==> src/rtl/core/bpc_pkg.sv <==
package bpc_pkg;

	localparam int TIME_BITS    = 16;
	localparam int CFG_W        = 16;
	localparam int CMP_W        = (TIME_BITS > CFG_W) ? TIME_BITS : CFG_W;
	localparam int BUTTON_COUNT = 3;
	localparam int CFG_IDX_W    = 2;

	localparam logic [TIME_BITS-1:0] TMAX = '1;

	typedef logic [TIME_BITS-1:0] time_t;
	typedef logic [CFG_W-1:0]     cfg_word_t;

	typedef enum logic [1:0] {
		EV_NONE   = 2'd0,
		EV_SHORT  = 2'd1,
		EV_LONG   = 2'd2,
		EV_REPEAT = 2'd3
	} ev_t;

	typedef enum logic [CFG_IDX_W-1:0] {
		REG_DEBOUNCE = 2'd0,
		REG_SHORT    = 2'd1,
		REG_LONG     = 2'd2,
		REG_REPEAT   = 2'd3
	} reg_idx_t;

	localparam cfg_word_t DEBOUNCE_RST = 16'd50;
	localparam cfg_word_t SHORT_RST    = 16'd50;
	localparam cfg_word_t LONG_RST     = 16'd1000;
	localparam cfg_word_t REPEAT_RST   = 16'd200;

	typedef struct packed {
		cfg_word_t debounce_time;
		cfg_word_t short_min_time;
		cfg_word_t long_press_time;
		cfg_word_t repeat_period;
	} cfg_t;

	typedef struct packed {
		logic  raw_seen;
		logic  stable_level;
		time_t raw_age;
		time_t held_time;
		logic  long_done;
		logic  volume_hold;
		logic  first_step_sent;
		time_t repeat_left;
	} btn_state_t;

	function automatic time_t sat_inc(input time_t x);
		return (x == TMAX) ? x : x + 1'b1;
	endfunction

	function automatic logic time_ge(input time_t t, input cfg_word_t c);
		return CMP_W'(t) >= CMP_W'(c);
	endfunction

	function automatic time_t reload_value(input cfg_word_t period);
		return (CMP_W'(period) >= CMP_W'(TMAX)) ? TMAX : TIME_BITS'(period);
	endfunction

endpackage

==> src/rtl/core/bpc_button.sv <==
module bpc_button (
	input  logic                 level,
	input  logic                 vol_mode,
	input  logic                 vol_allowed,
	input  logic                 combo_now,
	input  logic                 combo_q,
	input  bpc_pkg::cfg_t        cfg,
	input  bpc_pkg::btn_state_t  st_cur,
	output bpc_pkg::btn_state_t  st_nxt,
	output bpc_pkg::ev_t         ev
);
	import bpc_pkg::*;

	btn_state_t s;
	ev_t        e;

	always_comb begin
		s = st_cur;
		e = EV_NONE;

		// age the timers first, saturating
		s.raw_age   = sat_inc(s.raw_age);
		s.held_time = sat_inc(s.held_time);
		if (s.repeat_left != '0) begin
			s.repeat_left = s.repeat_left - 1'b1;
		end

		if (combo_now) begin
			// hold: only the timers advance
		end else if (combo_q) begin
			// resync after the combo, mark handled
			s.raw_seen     = level;
			s.stable_level = level;
			s.raw_age      = '0;
			s.long_done    = 1'b1;
			s.volume_hold  = 1'b0;
		end else begin
			if (level != s.raw_seen) begin
				s.raw_seen = level;
				s.raw_age  = '0;
			end

			if (s.stable_level != s.raw_seen && time_ge(s.raw_age, cfg.debounce_time)) begin
				s.stable_level = s.raw_seen;
				if (s.stable_level) begin
					s.held_time       = '0;
					s.long_done       = 1'b0;
					s.volume_hold     = vol_allowed & vol_mode;
					s.first_step_sent = 1'b0;
					s.repeat_left     = '0;
				end else if (s.volume_hold) begin
					if (!s.first_step_sent && time_ge(s.held_time, cfg.short_min_time)) begin
						e = EV_SHORT;
					end
					s.volume_hold     = 1'b0;
					s.first_step_sent = 1'b0;
				end else if (!s.long_done) begin
					if (time_ge(s.held_time, cfg.short_min_time) &&
					    !time_ge(s.held_time, cfg.long_press_time)) begin
						e = EV_SHORT;
					end
				end
			end

			if (s.stable_level && s.volume_hold) begin
				if (!s.first_step_sent && time_ge(s.held_time, cfg.short_min_time)) begin
					s.first_step_sent = 1'b1;
					s.repeat_left     = reload_value(cfg.repeat_period);
					e                 = EV_SHORT;
				end else if (s.first_step_sent && s.repeat_left == '0) begin
					s.repeat_left = reload_value(cfg.repeat_period);
					e             = EV_REPEAT;
				end
			end else if (s.stable_level && !s.long_done &&
			             time_ge(s.held_time, cfg.long_press_time)) begin
				s.long_done = 1'b1;
				e           = EV_LONG;
			end
		end
	end

	assign st_nxt = s;
	assign ev     = e;

endmodule

==> src/rtl/core/button_press_classifier.sv <==
// Channel  | Handshake            | Payload
// ---------+----------------------+---------------------------------------------
// input    | in_valid / in_stall  | play_level, up_level, down_level, in_volume_mode
// output   | out_valid / out_stall| play_event, up_event, down_event
// config   | cfg_we               | cfg_index, cfg_data
//
// One transaction per cycle sustained unless the output stalls; each goes into
// the input register, then through the button logic into the result register.
// Per-button state (debounce, hold timers, repeat countdown) loops through one register.
// arst_n clears the state to released buttons and loads the default timing registers.
// A stalled result holds the result register; the input register keeps taking a
// transaction as long as it can drain into a free or freeing result register.
module button_press_classifier (
	input  logic                             clk,
	input  logic                             arst_n,
	// input channel
	input  logic                             in_valid,
	output logic                             in_stall,
	input  logic                             play_level,
	input  logic                             up_level,
	input  logic                             down_level,
	input  logic                             in_volume_mode,
	// output channel
	output logic                             out_valid,
	input  logic                             out_stall,
	output logic [1:0]                       play_event,
	output logic [1:0]                       up_event,
	output logic [1:0]                       down_event,
	// configuration
	input  logic                             cfg_we,
	input  logic [bpc_pkg::CFG_IDX_W-1:0]    cfg_index,
	input  logic [bpc_pkg::CFG_W-1:0]        cfg_data
);
	import bpc_pkg::*;

	// configuration registers
	cfg_t cfg_q;

	// input stage
	logic                    valid_s1;
	logic [BUTTON_COUNT-1:0] level_s1;
	logic                    vol_s1;

	// result stage
	logic                    valid_s2;
	ev_t                     ev_s2 [BUTTON_COUNT];

	// per-button state and the combo flag
	btn_state_t              st_q   [BUTTON_COUNT];
	btn_state_t              st_nxt [BUTTON_COUNT];
	ev_t                     ev_nxt [BUTTON_COUNT];
	logic                    combo_q;

	logic                    advance;
	logic                    combo_now;

	// advance the input stage whenever the result register is free or being taken
	assign advance   = !valid_s2 || !out_stall;
	assign in_stall  = valid_s1 && !advance;
	// up and down held together: freeze everything but the timers
	assign combo_now = level_s1[1] & level_s1[2];

	always_ff @(posedge clk or negedge arst_n) begin
		if (!arst_n) begin
			cfg_q.debounce_time   <= DEBOUNCE_RST;
			cfg_q.short_min_time  <= SHORT_RST;
			cfg_q.long_press_time <= LONG_RST;
			cfg_q.repeat_period   <= REPEAT_RST;
		end else if (cfg_we) begin
			unique case (reg_idx_t'(cfg_index))
				REG_DEBOUNCE: cfg_q.debounce_time   <= cfg_data;
				REG_SHORT:    cfg_q.short_min_time  <= cfg_data;
				REG_LONG:     cfg_q.long_press_time <= cfg_data;
				REG_REPEAT:   cfg_q.repeat_period   <= cfg_data;
				default:      ;
			endcase
		end
	end

	// capture the incoming transaction
	always_ff @(posedge clk or negedge arst_n) begin
		if (!arst_n) begin
			valid_s1 <= 1'b0;
		end else if (!in_stall) begin
			valid_s1 <= in_valid;
		end
	end

	always_ff @(posedge clk) begin
		if (!in_stall && in_valid) begin
			level_s1 <= {down_level, up_level, play_level};
			vol_s1   <= in_volume_mode;
		end
	end

	// per-button classification; play never enters volume hold
	for (genvar b = 0; b < BUTTON_COUNT; b++) begin : g_btn
		bpc_button u_button (
			.level       (level_s1[b]),
			.vol_mode    (vol_s1),
			.vol_allowed (b != 0),
			.combo_now   (combo_now),
			.combo_q     (combo_q),
			.cfg         (cfg_q),
			.st_cur      (st_q[b]),
			.st_nxt      (st_nxt[b]),
			.ev          (ev_nxt[b])
		);
	end

	// commit state only when the transaction moves into the result register
	always_ff @(posedge clk or negedge arst_n) begin
		if (!arst_n) begin
			for (int b = 0; b < BUTTON_COUNT; b++) begin
				st_q[b] <= '{raw_seen: 1'b0, stable_level: 1'b0, raw_age: '0,
				             held_time: '0, long_done: 1'b1, volume_hold: 1'b0,
				             first_step_sent: 1'b0, repeat_left: '0};
			end
			combo_q  <= 1'b0;
			valid_s2 <= 1'b0;
		end else if (advance) begin
			valid_s2 <= valid_s1;
			if (valid_s1) begin
				for (int b = 0; b < BUTTON_COUNT; b++) begin
					st_q[b] <= st_nxt[b];
				end
				combo_q <= combo_now;
			end
		end
	end

	always_ff @(posedge clk) begin
		if (advance && valid_s1) begin
			for (int b = 0; b < BUTTON_COUNT; b++) begin
				ev_s2[b] <= ev_nxt[b];
			end
		end
	end

	assign out_valid  = valid_s2;
	assign play_event = ev_s2[0];
	assign up_event   = ev_s2[1];
	assign down_event = ev_s2[2];

endmodule

==> config.mk <==
export PLATFORM = sky130hd
export DESIGN_NAME = button_press_classifier
export DESIGN_NICKNAME = d
export VERILOG_FILES = /design/src/rtl/core/bpc_pkg.sv /design/src/rtl/core/bpc_button.sv /design/src/rtl/core/button_press_classifier.sv
export SDC_FILE = /design/constraint.sdc
export NUM_CORES = 1
export LEC_CHECK = 0
export BUFFER_PORTS_ARGS = -buffer_cell sky130_fd_sc_hd__buf_4
export CAP_MARGIN = 20
export CORE_UTILIZATION = 32
export CTS_CLUSTER_SIZE = 16
export DETAILED_ROUTE_END_ITERATION = 10
export PLACE_DENSITY_LB_ADDON = 0.08
export SKIP_CTS_REPAIR_TIMING = 1
export SLEW_MARGIN = 10
export SYNTH_ARGS = -nofsm -noshare
export SYNTH_HDL_FRONTEND = slang
export SYNTH_SLANG_ARGS = --single-unit
export TNS_END_PERCENT = 30
==> constraint.sdc <==
create_clock -name clk -period 6.55 [get_ports clk]
set_clock_uncertainty 0.15 [all_clocks]
set_input_delay 0.9825 -clock clk [delete_from_list [all_inputs] [get_ports clk]]
set_output_delay 0.9825 -clock clk [all_outputs]
set_load 0.02 [all_outputs]
==> flow_summary.ini <==
[run_status]
status = complete, but fails checks
violations = DRC

[floorplanning]
dieWidth_um = 248
placementRows = 89
floorplan.initialDensity_pct = 32.6
die_h_um = 248
ios = 35
core_mm2 = 0.0594
dieArea_mm2 = 0.0614

[final_layout]
fillCellCount = 6039
diodes = 0
layout_commonest_cell = ha_1
final_cells = 3104
post_route_cells_drive_above_1_share_pct = 13.0
num-nets-final = 2587
post-route-util_pct = 37.4
final_cell_mix = ha_1, dfrtp_1, nor2_1
final_cell_area_mm2 = 0.0222
syn2layout_area_growth_pct = 14.9

[detailed_routing]
wl_um = 65200
drc = 1
ant_nets = 0
routedWlPerCell_um = 21.0
vias_per_cell = 5.54
drt_iter0_drc = 1056
dr.pass1.iters = 9
dr_total_vias = 17200

[power_and_ir_drop]
p_sw_share_pct = 38.6
leakagePower_nw = 10.4
switchingPower_mw = 2.30
seqPwrFrac_pct = 33.2
p_int_mw = 3.67
power_density_mw_per_mm2 = 269
p_clk_share_pct = 31.4
vdd_ir_drop_max_mv = 0.160
p_total_mw = 5.97
combPwrFrac_pct = 35.4

[timing]
worstMarginPinSlew_ns = 1.11
fin_crit_sh_pct = 96.5
whs_ns = 0.321
max_freq_mhz = 158
slew_viol_final = 0
setup_viol = 0
finalWorstSetupSlack_ns = 0.232
relSlewSlack_pct = 25.7
setup_tns_ns = 0
period_minus_slack_ns = 6.32
hold_viol = 0

[yosys]
synthArstFlopShare_pct = 95.8
yosys.area.top_type = dfrtp_1
synth_edf_count = 10
synth_top_area_share_pct = 26.9
ys.flop_type = dfrtp_1
avgSynthCellArea_um2 = 8.67
synth_fp_nets = 2512
syn_inst = 2230
synth_area_mm2 = 0.0193
ys_warn_count = 0
ys_top_cells_by_area = dfrtp_1, ha_1, o21ai_0
synth-seq-cells = 236
synth.yosys.seq_area_share_pct = 30.9
synth.distinct_cells = 86

[clock_tree]
root_buffer = clkbuf_16
cts.sinks = 236
htreeDepth = 2
clk_pin_slew_ns = 0.06
cts_tree = yes
clock_latency_ns = 0.56
clk_path_buf_depth = 3
numCtsBuffers = 34

[worst_setup_path]
end_kind = flip-flop
cpPeakStageDelay_ns = 0.51
cp-start-kind = flip-flop
cpMaxStageDelayCell = a2111o_1
cp_top_family = compound AO/OA/AOI/OAI gates
crit_fanout = 14
path_buf_inv = 1
worstSetupPathType = flip-flop to flip-flop
cp.arrival_ns = 6.58
critPathRequiredTime_ns = 6.81

[global_routing]
antenna_found_initial = 0
grt_overflow_total = 0
grtUsageTotal_pct = 21.6
grt_pass1_vias = 17300
grt_pass1_wl_um = 102000
grt_max_degree = 123

[placement]
dpl_cell_area_mm2 = 0.0210
dp.cells = 3040
port_buffers = 34
dp_hpwl_um = 48900
dp_slack_ns = 0.0406
place_congestion = 0.834

[min_path]
hold_path_class = input port to asynchronous set/reset pin

[run]
cap_viol_max_count = 0
==> layout make-up <==
cell class / instances / area [um2] / area share, %
clock buffer: 45 / 963 / 4.34
multi-input combinational: 1794 / 12700 / 57.0
tap: 773 / 967 / 4.35
inverter: 108 / 405 / 1.83
clock inverter: 17 / 161 / 0.727
timing repair buffer: 131 / 1070 / 4.82
sequential: 236 / 5980 / 26.9
==> metal layers <==
| layer | up-vias | GRT usage, % | part of all wire, % |
|---|---|---|---|
| met3 | 91 | 2.60 | 3.4 |
| met1 | 8414 | 28.9 | 47 |
| met2 | 327 | 36.8 | 48 |
| met5 | - | 0 | 0 |
| li1 | 8372 | - | - |
| met4 | 0 | 5.40 | 2.1 |
==> worst paths after layout <==
| check | start | end | slack (ns) | depth (start not counted) |
|---|---|---|---|---|
| min reg2reg | st_q[16]$_DFFE_PN0P_ | st_q[16]$_DFFE_PN0P_ | 0.33 | 2 |
| min in group clk | st_q[16]$_DFFE_PN0P_ | st_q[16]$_DFFE_PN0P_ | 0.33 | 2 |
| min | arst_n | st_q[35]$_DFFE_PN0P_ | 0.32 | 1 |
| max in group asynchronous | arst_n | st_q[15]$_DFFE_PN0P_ | 4.66 | 2 |
| max | st_q[40]$_DFFE_PN0P_ | st_q[2]$_DFFE_PN0P_ | 0.23 | 25 |
| max reg2reg | st_q[40]$_DFFE_PN0P_ | st_q[2]$_DFFE_PN0P_ | 0.23 | 25 |
==> flip-flops by register name, summed over array words and instances (netlist names) <==
signal / cells
vol_s1: 1
cfg_q: 64
combo_q: 1
ev_s2: 6
out_valid: 1
level_s1: 3
st_q: 159
valid_s1: 1
==> Yosys cell counts (all sizes together), types with 36 or more instances <==
| master | instances |
|---|---|
| inv | 107 |
| mux2 | 49 |
| nand4 | 46 |
| ha | 255 |
| a21o | 67 |
| o31ai | 36 |
| a21oi | 129 |
| nor2 | 202 |
| nand2 | 198 |
| nand3 | 56 |
| dfrtp | 208 |
| o21ai | 183 |
| clkbuf | 76 |
| xnor2 | 46 |
| nor3 | 56 |
==> power by group through the flow <==
stage	clock network, mW	logic, mW	registers, mW
after floorplan	0	1.48	1.87
after global placement	0	2.07	2.00
after detailed placement	0	2.12	2.00
after CTS	1.94	2.13	1.98
after global routing	1.99	2.41	2.02
final	1.88	2.11	1.98
==> logic make-up (layout without fill, tap and decap cells) <==
kind of cell / Yosys count / after routing / synth area share [%]
AND/OR/NAND/NOR: 787 / 787 / 20.4
AO/OA/AOI/OAI: 600 / 600 / 20.4
adder cells (fa/ha/maj): 255 / 255 / 16.5
flip-flops: 236 / 236 / 30.9
buffers and inverters: 200 / 301 / 4.06
XOR/XNOR: 76 / 76 / 3.44
multiplexers: 76 / 76 / 4.25
Power figures use the tool's default switching activity.
